<file path="src/rtl/sm83_pkg.sv">
// ============================================================================
// sm83_pkg: shared types, constants and microcode for the 8-bit core
// Holds the control word layout, the microcode store, the opcode decode
// table and the architectural state record used by the datapath and top.
// ============================================================================
package sm83_pkg;

   localparam int ADDR_BITS_DEF = 16;
   localparam int UPC_BITS      = 5;

   // Item kinds on the request channel.
   localparam logic [1:0] KIND_WRITE = 2'd0;
   localparam logic [1:0] KIND_READ  = 2'd1;
   localparam logic [1:0] KIND_EXEC  = 2'd2;

   // Run status codes.
   localparam logic [1:0] RUN_OK   = 2'd0;
   localparam logic [1:0] RUN_HALT = 2'd1;
   localparam logic [1:0] RUN_BAD  = 2'd2;

   // Flag bit positions.
   localparam int FLAG_Z_BIT = 3;
   localparam int FLAG_N_BIT = 2;
   localparam int FLAG_H_BIT = 1;
   localparam int FLAG_C_BIT = 0;

   // Instruction opcodes.
   localparam logic [7:0] OPC_JR       = 8'h18;
   localparam logic [7:0] OPC_JR_NZ    = 8'h20;
   localparam logic [7:0] OPC_JR_Z     = 8'h28;
   localparam logic [7:0] OPC_JR_NC    = 8'h30;
   localparam logic [7:0] OPC_JR_C     = 8'h38;
   localparam logic [7:0] OPC_LD_BC    = 8'h01;
   localparam logic [7:0] OPC_LD_DE    = 8'h11;
   localparam logic [7:0] OPC_LD_HL    = 8'h21;
   localparam logic [7:0] OPC_LD_SP    = 8'h31;
   localparam logic [7:0] OPC_XOR_B    = 8'hA8;
   localparam logic [7:0] OPC_XOR_L    = 8'hAD;
   localparam logic [7:0] OPC_XOR_M    = 8'hAE;
   localparam logic [7:0] OPC_XOR_A    = 8'hAF;
   localparam logic [7:0] OPC_ST_BC    = 8'h02;
   localparam logic [7:0] OPC_ST_DE    = 8'h12;
   localparam logic [7:0] OPC_ST_HLI   = 8'h22;
   localparam logic [7:0] OPC_ST_HLD   = 8'h32;
   localparam logic [7:0] OPC_LD_B_D8  = 8'h06;
   localparam logic [7:0] OPC_LD_C_D8  = 8'h0E;
   localparam logic [7:0] OPC_LD_D_D8  = 8'h16;
   localparam logic [7:0] OPC_LD_E_D8  = 8'h1E;
   localparam logic [7:0] OPC_LD_H_D8  = 8'h26;
   localparam logic [7:0] OPC_LD_L_D8  = 8'h2E;
   localparam logic [7:0] OPC_LD_A_D8  = 8'h3E;
   localparam logic [7:0] OPC_LD_M_D8  = 8'h36;
   localparam logic [7:0] OPC_PREFIX   = 8'hCB;
   localparam logic [7:0] OPC_HALT     = 8'h76;
   localparam logic [7:0] CB_BIT_FIRST = 8'h40;
   localparam logic [7:0] CB_BIT_LAST  = 8'h7F;
   localparam logic [2:0] SRC_MEM      = 3'd6;

   // Microcode addresses. Routines that step with SEQ_NEXT are contiguous.
   localparam logic [UPC_BITS-1:0] U_IDLE    = 5'd0;
   localparam logic [UPC_BITS-1:0] U_WR      = 5'd1;
   localparam logic [UPC_BITS-1:0] U_RD      = 5'd2;
   localparam logic [UPC_BITS-1:0] U_RD2     = 5'd3;
   localparam logic [UPC_BITS-1:0] U_FETCH   = 5'd4;
   localparam logic [UPC_BITS-1:0] U_DECODE  = 5'd5;
   localparam logic [UPC_BITS-1:0] U_JR      = 5'd6;
   localparam logic [UPC_BITS-1:0] U_JR2     = 5'd7;
   localparam logic [UPC_BITS-1:0] U_LD16    = 5'd8;
   localparam logic [UPC_BITS-1:0] U_LD16B   = 5'd9;
   localparam logic [UPC_BITS-1:0] U_LD16C   = 5'd10;
   localparam logic [UPC_BITS-1:0] U_XOR_R   = 5'd11;
   localparam logic [UPC_BITS-1:0] U_XOR_M   = 5'd12;
   localparam logic [UPC_BITS-1:0] U_XOR_M2  = 5'd13;
   localparam logic [UPC_BITS-1:0] U_ST_BC   = 5'd14;
   localparam logic [UPC_BITS-1:0] U_ST_DE   = 5'd15;
   localparam logic [UPC_BITS-1:0] U_ST_HLI  = 5'd16;
   localparam logic [UPC_BITS-1:0] U_ST_HLD  = 5'd17;
   localparam logic [UPC_BITS-1:0] U_LD8     = 5'd18;
   localparam logic [UPC_BITS-1:0] U_LD8B    = 5'd19;
   localparam logic [UPC_BITS-1:0] U_LDM     = 5'd20;
   localparam logic [UPC_BITS-1:0] U_LDM2    = 5'd21;
   localparam logic [UPC_BITS-1:0] U_CB      = 5'd22;
   localparam logic [UPC_BITS-1:0] U_CB2     = 5'd23;
   localparam logic [UPC_BITS-1:0] U_CB_REG  = 5'd24;
   localparam logic [UPC_BITS-1:0] U_CB_MEM  = 5'd25;
   localparam logic [UPC_BITS-1:0] U_CB_MEM2 = 5'd26;
   localparam logic [UPC_BITS-1:0] U_HALT    = 5'd27;
   localparam logic [UPC_BITS-1:0] U_BAD     = 5'd28;
   localparam logic [UPC_BITS-1:0] U_DONE    = 5'd29;

   typedef enum logic [2:0] {
      ASEL_PC, ASEL_HL, ASEL_BC, ASEL_DE, ASEL_ITEM
   } addr_sel_type;

   typedef enum logic [1:0] {
      WSEL_ACC, WSEL_ITEM, WSEL_RDATA
   } wsel_type;

   typedef enum logic [3:0] {
      DP_NONE, DP_LATCH_OP, DP_LATCH_CB, DP_LATCH_LO, DP_LD_PAIR, DP_XOR,
      DP_LD_R8, DP_BIT, DP_JR, DP_HL_INC, DP_HL_DEC, DP_HALT, DP_BAD, DP_READ
   } dp_op_type;

   typedef enum logic [2:0] {
      CYC_0, CYC_4, CYC_8, CYC_12, CYC_16, CYC_JR
   } cyc_type;

   typedef enum logic [2:0] {
      SEQ_NEXT, SEQ_JUMP, SEQ_DECODE, SEQ_CBSEL, SEQ_IDLE, SEQ_DONE
   } seq_op_type;

   typedef struct packed {
      addr_sel_type          asel;
      logic                  mem_en;
      logic                  mem_we;
      wsel_type              wsel;
      logic                  pc_inc;
      dp_op_type             op;
      cyc_type               cyc;
      seq_op_type            seq;
      logic [UPC_BITS-1:0]   target;
   } ucw_type;

   typedef struct packed {
      ucw_type uw;
      logic    start;
      logic    load;
   } seq_ctrl_type;

   typedef struct packed {
      logic [1:0]  run_state;
      logic [7:0]  read_byte;
      logic [15:0] pc_value;
      logic [7:0]  acc_value;
      logic [3:0]  flag_value;
      logic [15:0] bc_value;
      logic [15:0] de_value;
      logic [15:0] hl_value;
      logic [15:0] sp_value;
      logic [31:0] cycle_value;
   } arch_type;

   localparam ucw_type UCW_NOP = '{
      asel:   ASEL_PC,
      mem_en: 1'b0,
      mem_we: 1'b0,
      wsel:   WSEL_ACC,
      pc_inc: 1'b0,
      op:     DP_NONE,
      cyc:    CYC_0,
      seq:    SEQ_NEXT,
      target: U_IDLE
   };

   // Microcode store: one control word per step.
   function automatic ucw_type ucode(input logic [UPC_BITS-1:0] upc);
      ucw_type w;
      w = UCW_NOP;
      case (upc)
         U_IDLE: begin
            w.seq = SEQ_IDLE;
         end
         U_WR: begin
            w.asel = ASEL_ITEM; w.mem_en = 1'b1; w.mem_we = 1'b1;
            w.wsel = WSEL_ITEM; w.seq = SEQ_JUMP; w.target = U_DONE;
         end
         U_RD: begin
            w.asel = ASEL_ITEM; w.mem_en = 1'b1;
         end
         U_RD2: begin
            w.op = DP_READ; w.seq = SEQ_JUMP; w.target = U_DONE;
         end
         U_FETCH, U_JR, U_LD16, U_LD8, U_LDM, U_CB: begin
            w.asel = ASEL_PC; w.mem_en = 1'b1; w.pc_inc = 1'b1;
         end
         U_DECODE: begin
            w.op = DP_LATCH_OP; w.seq = SEQ_DECODE;
         end
         U_JR2: begin
            w.op = DP_JR; w.cyc = CYC_JR; w.seq = SEQ_JUMP; w.target = U_DONE;
         end
         U_LD16B: begin
            w.asel = ASEL_PC; w.mem_en = 1'b1; w.pc_inc = 1'b1; w.op = DP_LATCH_LO;
         end
         U_LD16C: begin
            w.op = DP_LD_PAIR; w.cyc = CYC_12; w.seq = SEQ_JUMP; w.target = U_DONE;
         end
         U_XOR_R: begin
            w.op = DP_XOR; w.cyc = CYC_4; w.seq = SEQ_JUMP; w.target = U_DONE;
         end
         U_XOR_M, U_CB_MEM: begin
            w.asel = ASEL_HL; w.mem_en = 1'b1;
         end
         U_XOR_M2: begin
            w.op = DP_XOR; w.cyc = CYC_8; w.seq = SEQ_JUMP; w.target = U_DONE;
         end
         U_ST_BC: begin
            w.asel = ASEL_BC; w.mem_en = 1'b1; w.mem_we = 1'b1;
            w.cyc = CYC_8; w.seq = SEQ_JUMP; w.target = U_DONE;
         end
         U_ST_DE: begin
            w.asel = ASEL_DE; w.mem_en = 1'b1; w.mem_we = 1'b1;
            w.cyc = CYC_8; w.seq = SEQ_JUMP; w.target = U_DONE;
         end
         U_ST_HLI: begin
            w.asel = ASEL_HL; w.mem_en = 1'b1; w.mem_we = 1'b1; w.op = DP_HL_INC;
            w.cyc = CYC_8; w.seq = SEQ_JUMP; w.target = U_DONE;
         end
         U_ST_HLD: begin
            w.asel = ASEL_HL; w.mem_en = 1'b1; w.mem_we = 1'b1; w.op = DP_HL_DEC;
            w.cyc = CYC_8; w.seq = SEQ_JUMP; w.target = U_DONE;
         end
         U_LD8B: begin
            w.op = DP_LD_R8; w.cyc = CYC_8; w.seq = SEQ_JUMP; w.target = U_DONE;
         end
         U_LDM2: begin
            w.asel = ASEL_HL; w.mem_en = 1'b1; w.mem_we = 1'b1; w.wsel = WSEL_RDATA;
            w.cyc = CYC_12; w.seq = SEQ_JUMP; w.target = U_DONE;
         end
         U_CB2: begin
            w.op = DP_LATCH_CB; w.cyc = CYC_8; w.seq = SEQ_CBSEL;
         end
         U_CB_REG: begin
            w.op = DP_BIT; w.seq = SEQ_JUMP; w.target = U_DONE;
         end
         U_CB_MEM2: begin
            w.op = DP_BIT; w.cyc = CYC_8; w.seq = SEQ_JUMP; w.target = U_DONE;
         end
         U_HALT: begin
            w.op = DP_HALT; w.cyc = CYC_4; w.seq = SEQ_JUMP; w.target = U_DONE;
         end
         U_BAD: begin
            w.op = DP_BAD; w.seq = SEQ_JUMP; w.target = U_DONE;
         end
         U_DONE: begin
            w.seq = SEQ_DONE;
         end
         default: begin
            w.seq = SEQ_JUMP; w.target = U_IDLE;
         end
      endcase
      return w;
   endfunction

   // Dispatch table: first microcode step of each instruction.
   function automatic logic [UPC_BITS-1:0] decode_op(input logic [7:0] opc);
      logic [UPC_BITS-1:0] entry;
      case (opc) inside
         OPC_JR, OPC_JR_NZ, OPC_JR_Z, OPC_JR_NC, OPC_JR_C:
            entry = U_JR;
         OPC_LD_BC, OPC_LD_DE, OPC_LD_HL, OPC_LD_SP:
            entry = U_LD16;
         [OPC_XOR_B:OPC_XOR_L], OPC_XOR_A:
            entry = U_XOR_R;
         OPC_XOR_M:  entry = U_XOR_M;
         OPC_ST_BC:  entry = U_ST_BC;
         OPC_ST_DE:  entry = U_ST_DE;
         OPC_ST_HLI: entry = U_ST_HLI;
         OPC_ST_HLD: entry = U_ST_HLD;
         OPC_LD_B_D8, OPC_LD_C_D8, OPC_LD_D_D8, OPC_LD_E_D8,
         OPC_LD_H_D8, OPC_LD_L_D8, OPC_LD_A_D8:
            entry = U_LD8;
         OPC_LD_M_D8: entry = U_LDM;
         OPC_PREFIX:  entry = U_CB;
         OPC_HALT:    entry = U_HALT;
         default:     entry = U_BAD;
      endcase
      return entry;
   endfunction

   // Branch after the prefixed byte: BIT on a register, BIT on memory, or done.
   function automatic logic [UPC_BITS-1:0] cb_entry(input logic [7:0] code);
      logic [UPC_BITS-1:0] entry;
      if (code inside {[CB_BIT_FIRST:CB_BIT_LAST]}) begin
         entry = (code[2:0] == SRC_MEM) ? U_CB_MEM : U_CB_REG;
      end else begin
         entry = U_DONE;
      end
      return entry;
   endfunction

endpackage

</file>
<file path="src/rtl/sm83_seq.sv">
// ============================================================================
// sm83_seq: microcode sequencer
// Holds the micro program counter, reads the control word for the current
// step and works out the next step from jumps and opcode dispatch.
// ============================================================================
module sm83_seq (
   input  logic                   clock,
   input  logic                   reset,
   input  logic                   req_valid,
   input  logic [1:0]             req_kind,
   input  logic                   running,
   input  logic                   rsp_free,
   input  logic [7:0]             ram_rdata,
   output logic                   req_ready,
   output sm83_pkg::seq_ctrl_type ctrl
);

   logic [sm83_pkg::UPC_BITS-1:0] upc_ff;
   logic [sm83_pkg::UPC_BITS-1:0] upc_in;
   sm83_pkg::ucw_type             uw;
   logic [sm83_pkg::UPC_BITS-1:0] item_entry;

   assign uw = sm83_pkg::ucode(upc_ff);

   always_comb begin
      case (req_kind)
         sm83_pkg::KIND_WRITE: item_entry = sm83_pkg::U_WR;
         sm83_pkg::KIND_READ:  item_entry = sm83_pkg::U_RD;
         sm83_pkg::KIND_EXEC:  item_entry = running ? sm83_pkg::U_FETCH
                                                    : sm83_pkg::U_DONE;
         default:              item_entry = sm83_pkg::U_DONE;
      endcase
   end

   always_comb begin
      case (uw.seq)
         sm83_pkg::SEQ_NEXT:   upc_in = upc_ff + sm83_pkg::UPC_BITS'(1);
         sm83_pkg::SEQ_JUMP:   upc_in = uw.target;
         sm83_pkg::SEQ_DECODE: upc_in = sm83_pkg::decode_op(ram_rdata);
         sm83_pkg::SEQ_CBSEL:  upc_in = sm83_pkg::cb_entry(ram_rdata);
         sm83_pkg::SEQ_IDLE:   upc_in = req_valid ? item_entry : upc_ff;
         sm83_pkg::SEQ_DONE:   upc_in = rsp_free ? sm83_pkg::U_IDLE : upc_ff;
         default:              upc_in = sm83_pkg::U_IDLE;
      endcase
   end

   always_ff @(posedge clock) begin
      if (reset) begin
         upc_ff <= sm83_pkg::U_IDLE;
      end else begin
         upc_ff <= upc_in;
      end
   end

   assign req_ready  = (uw.seq == sm83_pkg::SEQ_IDLE);
   assign ctrl.uw    = uw;
   assign ctrl.start = (uw.seq == sm83_pkg::SEQ_IDLE) && req_valid;
   assign ctrl.load  = (uw.seq == sm83_pkg::SEQ_DONE) && rsp_free;

endmodule

</file>
<file path="config.mk">
export PLATFORM = sky130hd
export DESIGN_NAME = sm83_seq
export DESIGN_NICKNAME = d
export VERILOG_FILES = /design/src/rtl/sm83_pkg.sv /design/src/rtl/sm83_seq.sv
export SDC_FILE = /design/constraint.sdc
export NUM_CORES = 1
export LEC_CHECK = 0
export ABC_AREA = 1
export BUFFER_PORTS_ARGS = -buffer_cell sky130_fd_sc_hd__buf_4
export CAP_MARGIN = 10
export CELL_PAD_IN_SITES_DETAIL_PLACEMENT = 1
export CELL_PAD_IN_SITES_GLOBAL_PLACEMENT = 1
export CORE_ASPECT_RATIO = 1.75
export CORE_MARGIN = 1.5
export CORE_UTILIZATION = 34
export DETAILED_ROUTE_END_ITERATION = 10
export PLACE_DENSITY = 0.78
export SYNTH_ARGS = -nofsm -noshare
export SYNTH_HDL_FRONTEND = slang
export SYNTH_SLANG_ARGS = --single-unit
</file>
<file path="constraint.sdc">
create_clock -name clock -period 2.39 [get_ports clock]
set_input_delay 0.478 -clock clock [delete_from_list [all_inputs] [get_ports clock]]
set_output_delay 0.478 -clock clock [all_outputs]
set_load 0.005 [all_outputs]
</file>
==> out/results.txt <==
HP Start -> reset
CP bufs+invs -> 4
Number of synthesized flops with an enable pin -> 0
Commonest non-fill, non-tap cell in the layout -> nand2_1
R2r startpoint -> upc_ff[0]
Delay-heaviest family, CP -> simple AND/OR/NAND/NOR gates
Top Registers -> upc_ff: 5 flops
Die Y -> 85.8 um
Top post-synthesis cells by area -> nand2_1 20%, nand3_1 11%, nor2_1 11%
Synthesized area -> 1330 um2
Asr flop ratio synth -> 0
Primary FF master, synth -> dfxtp_1
Max incr delay on CP -> 0.35 ns
Worst Hold Slack -> 0.452 ns
Nets -> 318
Final ANT Viol Nets -> 0
Gate Count Post-Synth -> 246
Maximum fanout along the worst path -> 4
Hold-fix buffers, CTS -> 0
Die X -> 50.3 um
Final non-filler cell total -> 343
Vias per inst -> 5.27
Power Dens Cells -> 960 nW/um2
GRT overflow -> 0
Routed vias -> 1809
Residual DRC -> 0
Routed len/inst -> 15.4 um
Gr usage total -> 0.249
Setup CP Type -> register to output pin
Unrepaired setup endpoints after global routing -> yes
Tightest Hold Check Type -> input port to register
Largest register FFs -> 5
Number of global-route vias before repair -> 1910
Initial drt markers -> 22
Final Worst Setup Slack -> -0.0260 ns
Slew Viols, Final -> 0
Sequential share of the synthesized area -> 0.0751
Hold path depth -> 2
Reg with most FFs -> upc_ff
Tmin final -> 2.42 ns
Placer Congestion -> 0.834
Violated checks -> setup timing
FP Rows -> 29
PnR Total Power -> 1.78 mW
Worst Skew -> 0.000888 ns
Crit-path slowest cell -> dfxtp_4
Fmax -> 414 MHz
Most used cell, CP -> buf_4
Commonest non-fill, non-tap cells in the layout -> 68 x nand2_1, 56 x buf_4, 38 x nor2_1
Initial Util -> 0.360
Root buffer cell -> clkbuf_8
FF-to-FF path depth -> 14
Port bufs -> 39
First-pass GRT wire length -> 8320 um
Syn_area_per_cell -> 5.42 um2
# clock sinks -> 5
Layout cells sized above 1 -> 0.327
Ant diodes -> 0
Post-Syn Nets -> 266
Die area -> 4320 um2
Synth top area share -> 0.200
CTS tree -> built
WP data arrival -> 1.94 ns
Clock network latency to the later pin of the worst-skew pair -> 0.22 ns
Crit. End Element -> output pin
Worst VDD drop -> 0.528 mV
Placed instance area -> 1730 um2
Clock slew at reported path FFs -> 0.04 ns
WP data required -> 1.91 ns
R2r setup slk -> 0.23 ns
Area Growth Syn to Fin -> 39.4%
Placed Cells incl. Taps -> 337
Max cap viols -> 0
Min-Delay Endpoint -> upc_ff[3]
Final instance area -> 1860 um2
Tcrit/Tclk final -> 1.01
P_leak -> 1.13 nW
Initial antenna violation count -> 0
H-tree depth -> 1
Bufs on Longest Clock Path -> 2
# IOs -> 41
Routed WL -> 5290 um
CTS Buf Count -> 3
Leading area contributor after synthesis -> nand2_1
Critical-path cell list -> buf_4 -> ha_2 -> nand3_2 -> inv_1 -> nor3_2 -> buf_4 -> nand3_2 -> or3_1 -> buf_4
Status -> complete, but fails checks
YS warnings -> 0
Synth Register Bits -> 5
CORE AREA -> 3700 um2
HPWL after detailed placement -> 4330 um
R2r endpoint -> upc_ff[2]
Final setup viols -> 5
CP startpoint kind -> register
Yosys cell types -> 33
Endpoints failing hold -> 0
Largest net degree at the start of global routing -> 14
Total iterations of the first detailed-routing run -> 4
stage by stage:
stage	utilization	worst slack (ns)	TNS (ns)
4_1_cts	0.490	-0.0596	-0.0596
5_1_grt	0.502	-0.119	-0.614
6_report	0.502	-0.0260	-0.0918
3_5_place_dp	0.467	0.0768	0
2_1_floorplan	-	0.244	0
3_3_place_gp	0.467	0.164	0
power breakdown:
group / internal, mW / switching [mW]
registers: 0.121 / 0.0577
logic: 0.646 / 0.798
clock network: 0.115 / 0.0453
metal layers:
metal	routed length (um)	GRT usage	up-vias
met5	0	0	-
met1	1670	0.194	824
li1	-	-	901
met4	311	0.165	0
met3	160	0.0296	24
met2	3150	0.526	60
timing repair:
action | in CTS | in global routing
hold endpoints to repair | 0 | 0
resized for setup | 11 | 11
setup endpoints to repair | 6 | 10
pin swaps | 1 | 2
buffers inserted | 1 | 1
synthesized netlist by cell type (5+ instances only):
master	count
nand2_1	71
nand3_1	29
o21ai_0	5
buf_4	6
nor2_1	38
ha_1	5
inv_1	28
dfxtp_1	5
a21oi_1	6
nand4_1	13
worst max path at each step:
stage,slack (ns),endpoint,startpoint,depth (start not counted)
global placement,0.16,ctrl[21],upc_ff[0],11
CTS,-0.06,ctrl[21],upc_ff[0],9
detailed placement,0.08,ctrl[21],upc_ff[0],11
finish,-0.03,ctrl[21],upc_ff[0],9
global route,-0.12,ctrl[21],upc_ff[1],11
floorplan,0.24,ctrl[21],upc_ff[0],9
final cells by class:
cell class	count	area, um2
timing repair buffer	57	432
clock buffer	4	45.0
sequential	5	110
multi-input combinational	198	1080
inverter	33	129
fill	553	1840
tap	46	57.6
cells by family after synthesis:
logic type               share of synthesized area
AND/OR/NAND/NOR                              0.643
buffers and inverters                        0.154
AO/OA/AOI/OAI                               0.0714
adder cells (fa/ha/maj)                     0.0469
flip-flops                                  0.0751
XOR/XNOR                                   0.00657
other                                      0.00281
worst register-to-register path: cells and delay by family (launching register included):
kind	cells	cell delay [ns]
simple gates	10	1.08
flops	1	0.35
fa+ha+maj	1	0.31
buf+inv	2	0.19
compound gates	1	0.15
No activity file was read; power rests on OpenSTA's default activity.
