<file path="config.mk">
export PLATFORM = sky130hd
export DESIGN_NAME = sm83_dp
export DESIGN_NICKNAME = d
export VERILOG_FILES = /design/src/rtl/sm83_pkg.sv /design/src/rtl/sm83_dp.sv
export SDC_FILE = /design/constraint.sdc
export NUM_CORES = 1
export LEC_CHECK = 0
export BUFFER_PORTS_ARGS = -buffer_cell sky130_fd_sc_hd__buf_2
export CORE_ASPECT_RATIO = 1.1
export CORE_UTILIZATION = 45
export DETAILED_ROUTE_END_ITERATION = 10
export PLACE_DENSITY = 0.79
export RECOVER_POWER = 25
export SKIP_LAST_GASP = 1
export SLEW_MARGIN = 20
export SYNTH_ARGS = -nofsm -noshare
export SYNTH_HDL_FRONTEND = slang
export SYNTH_SLANG_ARGS = --single-unit
</file>
<file path="constraint.sdc">
create_clock -name clock -period 5.21 [get_ports clock]
set_input_delay 0.2605 -clock clock [delete_from_list [all_inputs] [get_ports clock]]
set_output_delay 0.2605 -clock clock [all_outputs]
set_load 0.005 [all_outputs]
</file>
<file path="src/rtl/sm83_pkg.sv">
// ============================================================================
// sm83_pkg: shared types, constants and microcode for the 8-bit core
// Holds the control word layout, the microcode store, the opcode decode
// table and the architectural state record used by the datapath and top.
// ============================================================================
package sm83_pkg;

   localparam int ADDR_BITS_DEF = 16;
   localparam int UPC_BITS      = 5;

   // Item kinds on the request channel.
   localparam logic [1:0] KIND_WRITE = 2'd0;
   localparam logic [1:0] KIND_READ  = 2'd1;
   localparam logic [1:0] KIND_EXEC  = 2'd2;

   // Run status codes.
   localparam logic [1:0] RUN_OK   = 2'd0;
   localparam logic [1:0] RUN_HALT = 2'd1;
   localparam logic [1:0] RUN_BAD  = 2'd2;

   // Flag bit positions.
   localparam int FLAG_Z_BIT = 3;
   localparam int FLAG_N_BIT = 2;
   localparam int FLAG_H_BIT = 1;
   localparam int FLAG_C_BIT = 0;

   // Instruction opcodes.
   localparam logic [7:0] OPC_JR       = 8'h18;
   localparam logic [7:0] OPC_JR_NZ    = 8'h20;
   localparam logic [7:0] OPC_JR_Z     = 8'h28;
   localparam logic [7:0] OPC_JR_NC    = 8'h30;
   localparam logic [7:0] OPC_JR_C     = 8'h38;
   localparam logic [7:0] OPC_LD_BC    = 8'h01;
   localparam logic [7:0] OPC_LD_DE    = 8'h11;
   localparam logic [7:0] OPC_LD_HL    = 8'h21;
   localparam logic [7:0] OPC_LD_SP    = 8'h31;
   localparam logic [7:0] OPC_XOR_B    = 8'hA8;
   localparam logic [7:0] OPC_XOR_L    = 8'hAD;
   localparam logic [7:0] OPC_XOR_M    = 8'hAE;
   localparam logic [7:0] OPC_XOR_A    = 8'hAF;
   localparam logic [7:0] OPC_ST_BC    = 8'h02;
   localparam logic [7:0] OPC_ST_DE    = 8'h12;
   localparam logic [7:0] OPC_ST_HLI   = 8'h22;
   localparam logic [7:0] OPC_ST_HLD   = 8'h32;
   localparam logic [7:0] OPC_LD_B_D8  = 8'h06;
   localparam logic [7:0] OPC_LD_C_D8  = 8'h0E;
   localparam logic [7:0] OPC_LD_D_D8  = 8'h16;
   localparam logic [7:0] OPC_LD_E_D8  = 8'h1E;
   localparam logic [7:0] OPC_LD_H_D8  = 8'h26;
   localparam logic [7:0] OPC_LD_L_D8  = 8'h2E;
   localparam logic [7:0] OPC_LD_A_D8  = 8'h3E;
   localparam logic [7:0] OPC_LD_M_D8  = 8'h36;
   localparam logic [7:0] OPC_PREFIX   = 8'hCB;
   localparam logic [7:0] OPC_HALT     = 8'h76;
   localparam logic [7:0] CB_BIT_FIRST = 8'h40;
   localparam logic [7:0] CB_BIT_LAST  = 8'h7F;
   localparam logic [2:0] SRC_MEM      = 3'd6;

   // Microcode addresses. Routines that step with SEQ_NEXT are contiguous.
   localparam logic [UPC_BITS-1:0] U_IDLE    = 5'd0;
   localparam logic [UPC_BITS-1:0] U_WR      = 5'd1;
   localparam logic [UPC_BITS-1:0] U_RD      = 5'd2;
   localparam logic [UPC_BITS-1:0] U_RD2     = 5'd3;
   localparam logic [UPC_BITS-1:0] U_FETCH   = 5'd4;
   localparam logic [UPC_BITS-1:0] U_DECODE  = 5'd5;
   localparam logic [UPC_BITS-1:0] U_JR      = 5'd6;
   localparam logic [UPC_BITS-1:0] U_JR2     = 5'd7;
   localparam logic [UPC_BITS-1:0] U_LD16    = 5'd8;
   localparam logic [UPC_BITS-1:0] U_LD16B   = 5'd9;
   localparam logic [UPC_BITS-1:0] U_LD16C   = 5'd10;
   localparam logic [UPC_BITS-1:0] U_XOR_R   = 5'd11;
   localparam logic [UPC_BITS-1:0] U_XOR_M   = 5'd12;
   localparam logic [UPC_BITS-1:0] U_XOR_M2  = 5'd13;
   localparam logic [UPC_BITS-1:0] U_ST_BC   = 5'd14;
   localparam logic [UPC_BITS-1:0] U_ST_DE   = 5'd15;
   localparam logic [UPC_BITS-1:0] U_ST_HLI  = 5'd16;
   localparam logic [UPC_BITS-1:0] U_ST_HLD  = 5'd17;
   localparam logic [UPC_BITS-1:0] U_LD8     = 5'd18;
   localparam logic [UPC_BITS-1:0] U_LD8B    = 5'd19;
   localparam logic [UPC_BITS-1:0] U_LDM     = 5'd20;
   localparam logic [UPC_BITS-1:0] U_LDM2    = 5'd21;
   localparam logic [UPC_BITS-1:0] U_CB      = 5'd22;
   localparam logic [UPC_BITS-1:0] U_CB2     = 5'd23;
   localparam logic [UPC_BITS-1:0] U_CB_REG  = 5'd24;
   localparam logic [UPC_BITS-1:0] U_CB_MEM  = 5'd25;
   localparam logic [UPC_BITS-1:0] U_CB_MEM2 = 5'd26;
   localparam logic [UPC_BITS-1:0] U_HALT    = 5'd27;
   localparam logic [UPC_BITS-1:0] U_BAD     = 5'd28;
   localparam logic [UPC_BITS-1:0] U_DONE    = 5'd29;

   typedef enum logic [2:0] {
      ASEL_PC, ASEL_HL, ASEL_BC, ASEL_DE, ASEL_ITEM
   } addr_sel_type;

   typedef enum logic [1:0] {
      WSEL_ACC, WSEL_ITEM, WSEL_RDATA
   } wsel_type;

   typedef enum logic [3:0] {
      DP_NONE, DP_LATCH_OP, DP_LATCH_CB, DP_LATCH_LO, DP_LD_PAIR, DP_XOR,
      DP_LD_R8, DP_BIT, DP_JR, DP_HL_INC, DP_HL_DEC, DP_HALT, DP_BAD, DP_READ
   } dp_op_type;

   typedef enum logic [2:0] {
      CYC_0, CYC_4, CYC_8, CYC_12, CYC_16, CYC_JR
   } cyc_type;

   typedef enum logic [2:0] {
      SEQ_NEXT, SEQ_JUMP, SEQ_DECODE, SEQ_CBSEL, SEQ_IDLE, SEQ_DONE
   } seq_op_type;

   typedef struct packed {
      addr_sel_type          asel;
      logic                  mem_en;
      logic                  mem_we;
      wsel_type              wsel;
      logic                  pc_inc;
      dp_op_type             op;
      cyc_type               cyc;
      seq_op_type            seq;
      logic [UPC_BITS-1:0]   target;
   } ucw_type;

   typedef struct packed {
      ucw_type uw;
      logic    start;
      logic    load;
   } seq_ctrl_type;

   typedef struct packed {
      logic [1:0]  run_state;
      logic [7:0]  read_byte;
      logic [15:0] pc_value;
      logic [7:0]  acc_value;
      logic [3:0]  flag_value;
      logic [15:0] bc_value;
      logic [15:0] de_value;
      logic [15:0] hl_value;
      logic [15:0] sp_value;
      logic [31:0] cycle_value;
   } arch_type;

   localparam ucw_type UCW_NOP = '{
      asel:   ASEL_PC,
      mem_en: 1'b0,
      mem_we: 1'b0,
      wsel:   WSEL_ACC,
      pc_inc: 1'b0,
      op:     DP_NONE,
      cyc:    CYC_0,
      seq:    SEQ_NEXT,
      target: U_IDLE
   };

   // Microcode store: one control word per step.
   function automatic ucw_type ucode(input logic [UPC_BITS-1:0] upc);
      ucw_type w;
      w = UCW_NOP;
      case (upc)
         U_IDLE: begin
            w.seq = SEQ_IDLE;
         end
         U_WR: begin
            w.asel = ASEL_ITEM; w.mem_en = 1'b1; w.mem_we = 1'b1;
            w.wsel = WSEL_ITEM; w.seq = SEQ_JUMP; w.target = U_DONE;
         end
         U_RD: begin
            w.asel = ASEL_ITEM; w.mem_en = 1'b1;
         end
         U_RD2: begin
            w.op = DP_READ; w.seq = SEQ_JUMP; w.target = U_DONE;
         end
         U_FETCH, U_JR, U_LD16, U_LD8, U_LDM, U_CB: begin
            w.asel = ASEL_PC; w.mem_en = 1'b1; w.pc_inc = 1'b1;
         end
         U_DECODE: begin
            w.op = DP_LATCH_OP; w.seq = SEQ_DECODE;
         end
         U_JR2: begin
            w.op = DP_JR; w.cyc = CYC_JR; w.seq = SEQ_JUMP; w.target = U_DONE;
         end
         U_LD16B: begin
            w.asel = ASEL_PC; w.mem_en = 1'b1; w.pc_inc = 1'b1; w.op = DP_LATCH_LO;
         end
         U_LD16C: begin
            w.op = DP_LD_PAIR; w.cyc = CYC_12; w.seq = SEQ_JUMP; w.target = U_DONE;
         end
         U_XOR_R: begin
            w.op = DP_XOR; w.cyc = CYC_4; w.seq = SEQ_JUMP; w.target = U_DONE;
         end
         U_XOR_M, U_CB_MEM: begin
            w.asel = ASEL_HL; w.mem_en = 1'b1;
         end
         U_XOR_M2: begin
            w.op = DP_XOR; w.cyc = CYC_8; w.seq = SEQ_JUMP; w.target = U_DONE;
         end
         U_ST_BC: begin
            w.asel = ASEL_BC; w.mem_en = 1'b1; w.mem_we = 1'b1;
            w.cyc = CYC_8; w.seq = SEQ_JUMP; w.target = U_DONE;
         end
         U_ST_DE: begin
            w.asel = ASEL_DE; w.mem_en = 1'b1; w.mem_we = 1'b1;
            w.cyc = CYC_8; w.seq = SEQ_JUMP; w.target = U_DONE;
         end
         U_ST_HLI: begin
            w.asel = ASEL_HL; w.mem_en = 1'b1; w.mem_we = 1'b1; w.op = DP_HL_INC;
            w.cyc = CYC_8; w.seq = SEQ_JUMP; w.target = U_DONE;
         end
         U_ST_HLD: begin
            w.asel = ASEL_HL; w.mem_en = 1'b1; w.mem_we = 1'b1; w.op = DP_HL_DEC;
            w.cyc = CYC_8; w.seq = SEQ_JUMP; w.target = U_DONE;
         end
         U_LD8B: begin
            w.op = DP_LD_R8; w.cyc = CYC_8; w.seq = SEQ_JUMP; w.target = U_DONE;
         end
         U_LDM2: begin
            w.asel = ASEL_HL; w.mem_en = 1'b1; w.mem_we = 1'b1; w.wsel = WSEL_RDATA;
            w.cyc = CYC_12; w.seq = SEQ_JUMP; w.target = U_DONE;
         end
         U_CB2: begin
            w.op = DP_LATCH_CB; w.cyc = CYC_8; w.seq = SEQ_CBSEL;
         end
         U_CB_REG: begin
            w.op = DP_BIT; w.seq = SEQ_JUMP; w.target = U_DONE;
         end
         U_CB_MEM2: begin
            w.op = DP_BIT; w.cyc = CYC_8; w.seq = SEQ_JUMP; w.target = U_DONE;
         end
         U_HALT: begin
            w.op = DP_HALT; w.cyc = CYC_4; w.seq = SEQ_JUMP; w.target = U_DONE;
         end
         U_BAD: begin
            w.op = DP_BAD; w.seq = SEQ_JUMP; w.target = U_DONE;
         end
         U_DONE: begin
            w.seq = SEQ_DONE;
         end
         default: begin
            w.seq = SEQ_JUMP; w.target = U_IDLE;
         end
      endcase
      return w;
   endfunction

   // Dispatch table: first microcode step of each instruction.
   function automatic logic [UPC_BITS-1:0] decode_op(input logic [7:0] opc);
      logic [UPC_BITS-1:0] entry;
      case (opc) inside
         OPC_JR, OPC_JR_NZ, OPC_JR_Z, OPC_JR_NC, OPC_JR_C:
            entry = U_JR;
         OPC_LD_BC, OPC_LD_DE, OPC_LD_HL, OPC_LD_SP:
            entry = U_LD16;
         [OPC_XOR_B:OPC_XOR_L], OPC_XOR_A:
            entry = U_XOR_R;
         OPC_XOR_M:  entry = U_XOR_M;
         OPC_ST_BC:  entry = U_ST_BC;
         OPC_ST_DE:  entry = U_ST_DE;
         OPC_ST_HLI: entry = U_ST_HLI;
         OPC_ST_HLD: entry = U_ST_HLD;
         OPC_LD_B_D8, OPC_LD_C_D8, OPC_LD_D_D8, OPC_LD_E_D8,
         OPC_LD_H_D8, OPC_LD_L_D8, OPC_LD_A_D8:
            entry = U_LD8;
         OPC_LD_M_D8: entry = U_LDM;
         OPC_PREFIX:  entry = U_CB;
         OPC_HALT:    entry = U_HALT;
         default:     entry = U_BAD;
      endcase
      return entry;
   endfunction

   // Branch after the prefixed byte: BIT on a register, BIT on memory, or done.
   function automatic logic [UPC_BITS-1:0] cb_entry(input logic [7:0] code);
      logic [UPC_BITS-1:0] entry;
      if (code inside {[CB_BIT_FIRST:CB_BIT_LAST]}) begin
         entry = (code[2:0] == SRC_MEM) ? U_CB_MEM : U_CB_REG;
      end else begin
         entry = U_DONE;
      end
      return entry;
   endfunction

endpackage

</file>
<file path="src/rtl/sm83_dp.sv">
// ============================================================================
// sm83_dp: core datapath
// Register file, flags, cycle counter and memory port steering, all driven
// by the control word of the current microcode step.
// ============================================================================
module sm83_dp #(
   parameter int ADDR_BITS = sm83_pkg::ADDR_BITS_DEF
) (
   input  logic                   clock,
   input  logic                   reset,
   input  sm83_pkg::seq_ctrl_type ctrl,
   input  logic [15:0]            req_address,
   input  logic [7:0]             req_data,
   input  logic [7:0]             ram_rdata,
   output logic                   ram_en,
   output logic                   ram_we,
   output logic [ADDR_BITS-1:0]   ram_addr,
   output logic [7:0]             ram_wdata,
   output sm83_pkg::arch_type     arch
);

   // 8-bit register indexes as encoded in the opcodes.
   localparam logic [2:0] R8_B = 3'd0;
   localparam logic [2:0] R8_C = 3'd1;
   localparam logic [2:0] R8_D = 3'd2;
   localparam logic [2:0] R8_E = 3'd3;
   localparam logic [2:0] R8_H = 3'd4;
   localparam logic [2:0] R8_L = 3'd5;
   localparam logic [2:0] R8_A = 3'd7;

   localparam logic [1:0] PAIR_BC = 2'd0;
   localparam logic [1:0] PAIR_DE = 2'd1;
   localparam logic [1:0] PAIR_HL = 2'd2;

   sm83_pkg::ucw_type uw;

   logic [15:0] pc_ff, pc_in;
   logic [7:0]  acc_ff, acc_in;
   logic [3:0]  flag_ff, flag_in;
   logic [15:0] bc_ff, bc_in;
   logic [15:0] de_ff, de_in;
   logic [15:0] hl_ff, hl_in;
   logic [15:0] sp_ff, sp_in;
   logic [31:0] cycle_ff, cycle_in;
   logic [1:0]  stop_ff, stop_in;

   logic [15:0] item_addr_ff;
   logic [7:0]  item_data_ff;
   logic [7:0]  op_ff;
   logic [7:0]  cb_ff;
   logic [7:0]  lo_ff;
   logic [7:0]  rd_byte_ff;

   logic [2:0]  opnd_idx;
   logic [7:0]  opnd;
   logic [7:0]  xor_res;
   logic        jr_flag;
   logic        jr_take;
   logic [4:0]  cyc_amt;
   logic [15:0] addr_full;

   assign uw = ctrl.uw;

   // Operand index 6 is the memory byte at HL, already read into the RAM output.
   always_comb begin
      opnd_idx = (uw.op == sm83_pkg::DP_BIT) ? cb_ff[2:0] : op_ff[2:0];
      case (opnd_idx)
         R8_B:                opnd = bc_ff[15:8];
         R8_C:                opnd = bc_ff[7:0];
         R8_D:                opnd = de_ff[15:8];
         R8_E:                opnd = de_ff[7:0];
         R8_H:                opnd = hl_ff[15:8];
         R8_L:                opnd = hl_ff[7:0];
         sm83_pkg::SRC_MEM:   opnd = ram_rdata;
         default:             opnd = acc_ff;
      endcase
   end

   assign xor_res = acc_ff ^ opnd;

   // Unconditional JR has bit 5 clear; otherwise bit 4 picks C or Z and bit 3
   // gives the level that takes the branch.
   assign jr_flag = op_ff[4] ? flag_ff[sm83_pkg::FLAG_C_BIT]
                             : flag_ff[sm83_pkg::FLAG_Z_BIT];
   assign jr_take = !op_ff[5] || (jr_flag == op_ff[3]);

   always_comb begin
      case (uw.cyc)
         sm83_pkg::CYC_4:  cyc_amt = 5'd4;
         sm83_pkg::CYC_8:  cyc_amt = 5'd8;
         sm83_pkg::CYC_12: cyc_amt = 5'd12;
         sm83_pkg::CYC_16: cyc_amt = 5'd16;
         sm83_pkg::CYC_JR: cyc_amt = jr_take ? 5'd12 : 5'd8;
         default:          cyc_amt = 5'd0;
      endcase
   end

   always_comb begin
      pc_in    = pc_ff;
      acc_in   = acc_ff;
      flag_in  = flag_ff;
      bc_in    = bc_ff;
      de_in    = de_ff;
      hl_in    = hl_ff;
      sp_in    = sp_ff;
      stop_in  = stop_ff;
      cycle_in = cycle_ff + 32'(cyc_amt);
      if (uw.pc_inc) begin
         pc_in = pc_ff + 16'd1;
      end
      case (uw.op)
         sm83_pkg::DP_JR: begin
            if (jr_take) begin
               pc_in = pc_ff + {{8{ram_rdata[7]}}, ram_rdata};
            end
         end
         sm83_pkg::DP_LD_PAIR: begin
            case (op_ff[5:4])
               PAIR_BC: bc_in = {ram_rdata, lo_ff};
               PAIR_DE: de_in = {ram_rdata, lo_ff};
               PAIR_HL: hl_in = {ram_rdata, lo_ff};
               default: sp_in = {ram_rdata, lo_ff};
            endcase
         end
         sm83_pkg::DP_XOR: begin
            acc_in  = xor_res;
            flag_in = '0;
            flag_in[sm83_pkg::FLAG_Z_BIT] = (xor_res == 8'd0);
         end
         sm83_pkg::DP_LD_R8: begin
            case (op_ff[5:3])
               R8_B:    bc_in[15:8] = ram_rdata;
               R8_C:    bc_in[7:0]  = ram_rdata;
               R8_D:    de_in[15:8] = ram_rdata;
               R8_E:    de_in[7:0]  = ram_rdata;
               R8_H:    hl_in[15:8] = ram_rdata;
               R8_L:    hl_in[7:0]  = ram_rdata;
               R8_A:    acc_in      = ram_rdata;
               default: acc_in      = acc_ff;
            endcase
         end
         sm83_pkg::DP_BIT: begin
            flag_in[sm83_pkg::FLAG_Z_BIT] = !opnd[cb_ff[5:3]];
            flag_in[sm83_pkg::FLAG_N_BIT] = 1'b0;
            flag_in[sm83_pkg::FLAG_H_BIT] = 1'b1;
         end
         sm83_pkg::DP_HL_INC: hl_in   = hl_ff + 16'd1;
         sm83_pkg::DP_HL_DEC: hl_in   = hl_ff - 16'd1;
         sm83_pkg::DP_HALT:   stop_in = sm83_pkg::RUN_HALT;
         sm83_pkg::DP_BAD:    stop_in = sm83_pkg::RUN_BAD;
         default: begin
         end
      endcase
   end

   always_ff @(posedge clock) begin
      if (reset) begin
         pc_ff    <= '0;
         acc_ff   <= '0;
         flag_ff  <= '0;
         bc_ff    <= '0;
         de_ff    <= '0;
         hl_ff    <= '0;
         sp_ff    <= '0;
         cycle_ff <= '0;
         stop_ff  <= sm83_pkg::RUN_OK;
      end else begin
         pc_ff    <= pc_in;
         acc_ff   <= acc_in;
         flag_ff  <= flag_in;
         bc_ff    <= bc_in;
         de_ff    <= de_in;
         hl_ff    <= hl_in;
         sp_ff    <= sp_in;
         cycle_ff <= cycle_in;
         stop_ff  <= stop_in;
      end
   end

   // Item payload and instruction byte latches.
   always_ff @(posedge clock) begin
      if (ctrl.start) begin
         item_addr_ff <= req_address;
         item_data_ff <= req_data;
         rd_byte_ff   <= 8'd0;
      end else if (uw.op == sm83_pkg::DP_READ) begin
         rd_byte_ff <= ram_rdata;
      end
      if (uw.op == sm83_pkg::DP_LATCH_OP) begin
         op_ff <= ram_rdata;
      end
      if (uw.op == sm83_pkg::DP_LATCH_CB) begin
         cb_ff <= ram_rdata;
      end
      if (uw.op == sm83_pkg::DP_LATCH_LO) begin
         lo_ff <= ram_rdata;
      end
   end

   always_comb begin
      case (uw.asel)
         sm83_pkg::ASEL_HL:   addr_full = hl_ff;
         sm83_pkg::ASEL_BC:   addr_full = bc_ff;
         sm83_pkg::ASEL_DE:   addr_full = de_ff;
         sm83_pkg::ASEL_ITEM: addr_full = item_addr_ff;
         default:             addr_full = pc_ff;
      endcase
      case (uw.wsel)
         sm83_pkg::WSEL_ITEM:  ram_wdata = item_data_ff;
         sm83_pkg::WSEL_RDATA: ram_wdata = ram_rdata;
         default:              ram_wdata = acc_ff;
      endcase
   end

   assign ram_en   = uw.mem_en;
   assign ram_we   = uw.mem_we;
   assign ram_addr = addr_full[ADDR_BITS-1:0];

   assign arch.run_state   = stop_ff;
   assign arch.read_byte   = rd_byte_ff;
   assign arch.pc_value    = pc_ff;
   assign arch.acc_value   = acc_ff;
   assign arch.flag_value  = flag_ff;
   assign arch.bc_value    = bc_ff;
   assign arch.de_value    = de_ff;
   assign arch.hl_value    = hl_ff;
   assign arch.sp_value    = sp_ff;
   assign arch.cycle_value = cycle_ff;

endmodule

</file>
==> results.json <==
{
  "power_density_mw_per_mm2": 259.8,
  "ios": 219,
  "overflow": 0,
  "clk_pin_slew_worst_paths_ns": 0.07,
  "detail-route-antenna-nets": 0,
  "drv_slew": 33,
  "post_cts_resized": 0,
  "swShare_pct": 27.58,
  "seq_area_frac_synth_pct": 37.67,
  "grt_pass1_vias": 9580,
  "netlist-cell-type-count": 75,
  "cts_buffer_depth": 2,
  "synthesis.instances": 1228,
  "fmax_mhz": 266.9,
  "yosysTopAreaCell": "dfxtp_1",
  "numCtsBuffers": 17,
  "antenna_found_initial": 1,
  "hold_path.startpoint": "req_address[14]",
  "async_flop_share_pct": 0,
  "grt_max_degree": 66,
  "yosys_most_used_dff": "dfxtp_1",
  "ys_warn_count": 0,
  "fillers": 2096,
  "wl_mm": 34.74,
  "maxCapViolCount": 1,
  "ir_drop_mv": 0.2000,
  "tightestPinTransition_ns": 1.842,
  "drive_gt1_share_pct": 17.75,
  "cp-startpoint": "op_ff[4]",
  "arrival_ns": 4.05,
  "area_growth_pct": 17.48,
  "start_kind": "flip-flop",
  "cellLeakagePower_uw": 0.005104,
  "comb_power_share_pct": 12.8,
  "fin_tns_setup_ns": 0,
  "layout_common_cells": "buf_2, nor2_1, dfxtp_1",
  "internal-power_uw": 2302,
  "dp.cells": 1645,
  "port_buffers": 201,
  "fp.dieH_microns": 161.6,
  "gp_congestion": 0.9684,
  "synth_top_area_share_pct": 24.98,
  "rsz0062_at_grt": "no",
  "drcViolationCount": 0,
  "start_util_pct": 45.71,
  "crit_fanout": 6,
  "final_common_cell": "buf_2",
  "fp.coreArea_sq_mm": 0.02279,
  "maxSlewHeadroom_pct": -22.83,
  "critPathCaptureType": "flip-flop",
  "postSynthAreaPerCell_sq_um": 8.482,
  "syn_area_sq_mm": 0.01042,
  "power.total_uw": 3179,
  "fin_crit_sh_pct": 71.92,
  "routed-via-count": 10510,
  "placed_area_sq_mm": 0.01146,
  "grt_first_pass_wirelength_mm": 53.68,
  "fin_crit_ns": 3.747,
  "ys_top_cells_by_area": "dfxtp_1, edfxtp_1, nor2_1, mux2i_1, a21oi_1",
  "skew_ns": 0.01275,
  "wl_per_cell_microns": 20.46,
  "cts_htree_levels": 4,
  "finalHoldViolations": 0,
  "dp_hpwl_mm": 24.55,
  "via_per_inst": 6.191,
  "ctsHoldBuffers": 20,
  "synth_edf_count": 44,
  "cts.sinks": 174,
  "post_cts_buffers": 0,
  "grt_use_total_pct": 28.91,
  "switchingPower_uw": 876.7,
  "p_clk_share_pct": 40.4,
  "std_cell_rows": 58,
  "clockRootBuffer": "clkbuf_16",
  "violations": "max-capacitance violations, max-slew violations",
  "outcome": "finished, violations left",
  "cp.required_ns": 5.51,
  "setup_violations": 0,
  "path_class": "flip-flop to flip-flop",
  "cts_tree": "yes",
  "fp.dieW_microns": 147.1,
  "dieArea_sq_mm": 0.02376,
  "fin_cells": 1698,
  "nNetsFinal": 1470,
  "seqPwrFrac_pct": 46.8,
  "drt_iter0_drc": 1060,
  "r2r_start": "op_ff[4]",
  "synth_seq_cells": 174,
  "hp-class": "input port to flip-flop",
  "fin_area_sq_mm": 0.01224,
  "drt-pass1-iter-count": 6,
  "insertion_delay_ns": 0.44
}
[cell type report]
cell class / instances / area (sq um) / area share (%)
Clock inverter: 11 / 103.9 / 0.8487
Multi-Input combinational cell: 938 / 6027 / 49.25
Inverter: 27 / 101.3 / 0.8282
Tap cell: 300 / 375.4 / 3.067
Clock buffer: 21 / 481.7 / 3.937
Antenna cell: 1 / 2.502 / 0.02045
Timing Repair Buffer: 226 / 1221 / 9.980
Sequential cell: 174 / 3924 / 32.07
[sequential cells by signal (all words and copies together) (netlist names), 16 cells and up]
signal        cells
bc_ff            16
pc_ff            16
cycle_ff         30
hl_ff            16
item_addr_ff     16
de_ff            16
sp_ff            16
[power groups by stage]
stage | combinational (uW) | sequential (uW) | clock (uW)
after floorplan | 264 | 1490 | 0
after global placement | 374 | 1510 | 0
after detailed placement | 384 | 1510 | 0
after CTS | 399 | 1480 | 1290
after global routing | 443 | 1490 | 1340
final | 406 | 1490 | 1290
[through the flow]
stage | worst slack [ns] | hold slack, ns | utilization [%]
4_1_cts | 1.473 | 0.003056 | 53.73
2_1_floorplan | 2.071 | 0.3594 | -
6_report | 1.463 | 0.01195 | 53.70
3_5_place_dp | 1.523 | 0.4386 | 50.29
3_3_place_gp | 1.639 | 0.4370 | 50.29
5_1_grt | 1.077 | 0.006719 | 53.69
[final timing paths]
| check | endpoint | slack [ns] | depth (start not counted) |
|---|---|---|---|
| worst max-delay path | cycle_ff[30] | 1.46 | 15 |
| worst min-delay path | item_addr_ff[14] | 0.01 | 1 |
| worst max register to register | cycle_ff[30] | 1.46 | 15 |
| worst min register to register | rd_byte_ff[5] | 0.45 | 2 |
[cell usage after synthesis, types with 26 or more instances]
library cell,instances
a21oi_1,85
a22oi_1,39
clkbuf_1,74
dfxtp_1,130
edfxtp_1,44
inv_1,26
mux2i_1,63
nand2_1,97
nand3_1,44
nor2_1,169
nor3_1,36
o21ai_0,40
xor2_1,28
[cells by family (layout without fill, tap and decap cells)]
| family | count (synthesis) | after routing | synth area share [%] |
|---|---|---|---|
| simple gates | 462 | 462 | 21.30 |
| fa+ha+maj | 28 | 28 | 3.484 |
| flops | 174 | 174 | 37.67 |
| compound gates | 319 | 319 | 21.21 |
| buf+inv | 119 | 285 | 4.781 |
| xor+xnor | 53 | 53 | 4.457 |
| other cells | 1 | 5 | 0.03600 |
| mux | 72 | 72 | 7.063 |
[critical path, stage by stage (launching register included)]
cell and delay [ns]:
edfxtp_1 0.43, nor2b_1 0.15, xnor2_1 0.15, a211oi_1 0.27
o21a_1 0.16, ha_1 0.16, inv_1 0.06, fa_1 0.38
nor2b_1 0.19, o21ai_1 0.19, nor4b_1 0.71, nand2_1 0.22
nor2_1 0.21, nand4_1 0.13, xor2_1 0.15, nor2_1 0.05
[layer usage]
metal | global-route usage [%] | wire length [microns]
met1 | 37.60 | 14150
met2 | 44.92 | 15620
met3 | 5.593 | 3203
met4 | 16.17 | 1773
met5 | 0 | 0
(Power assumes the default switching activity.)
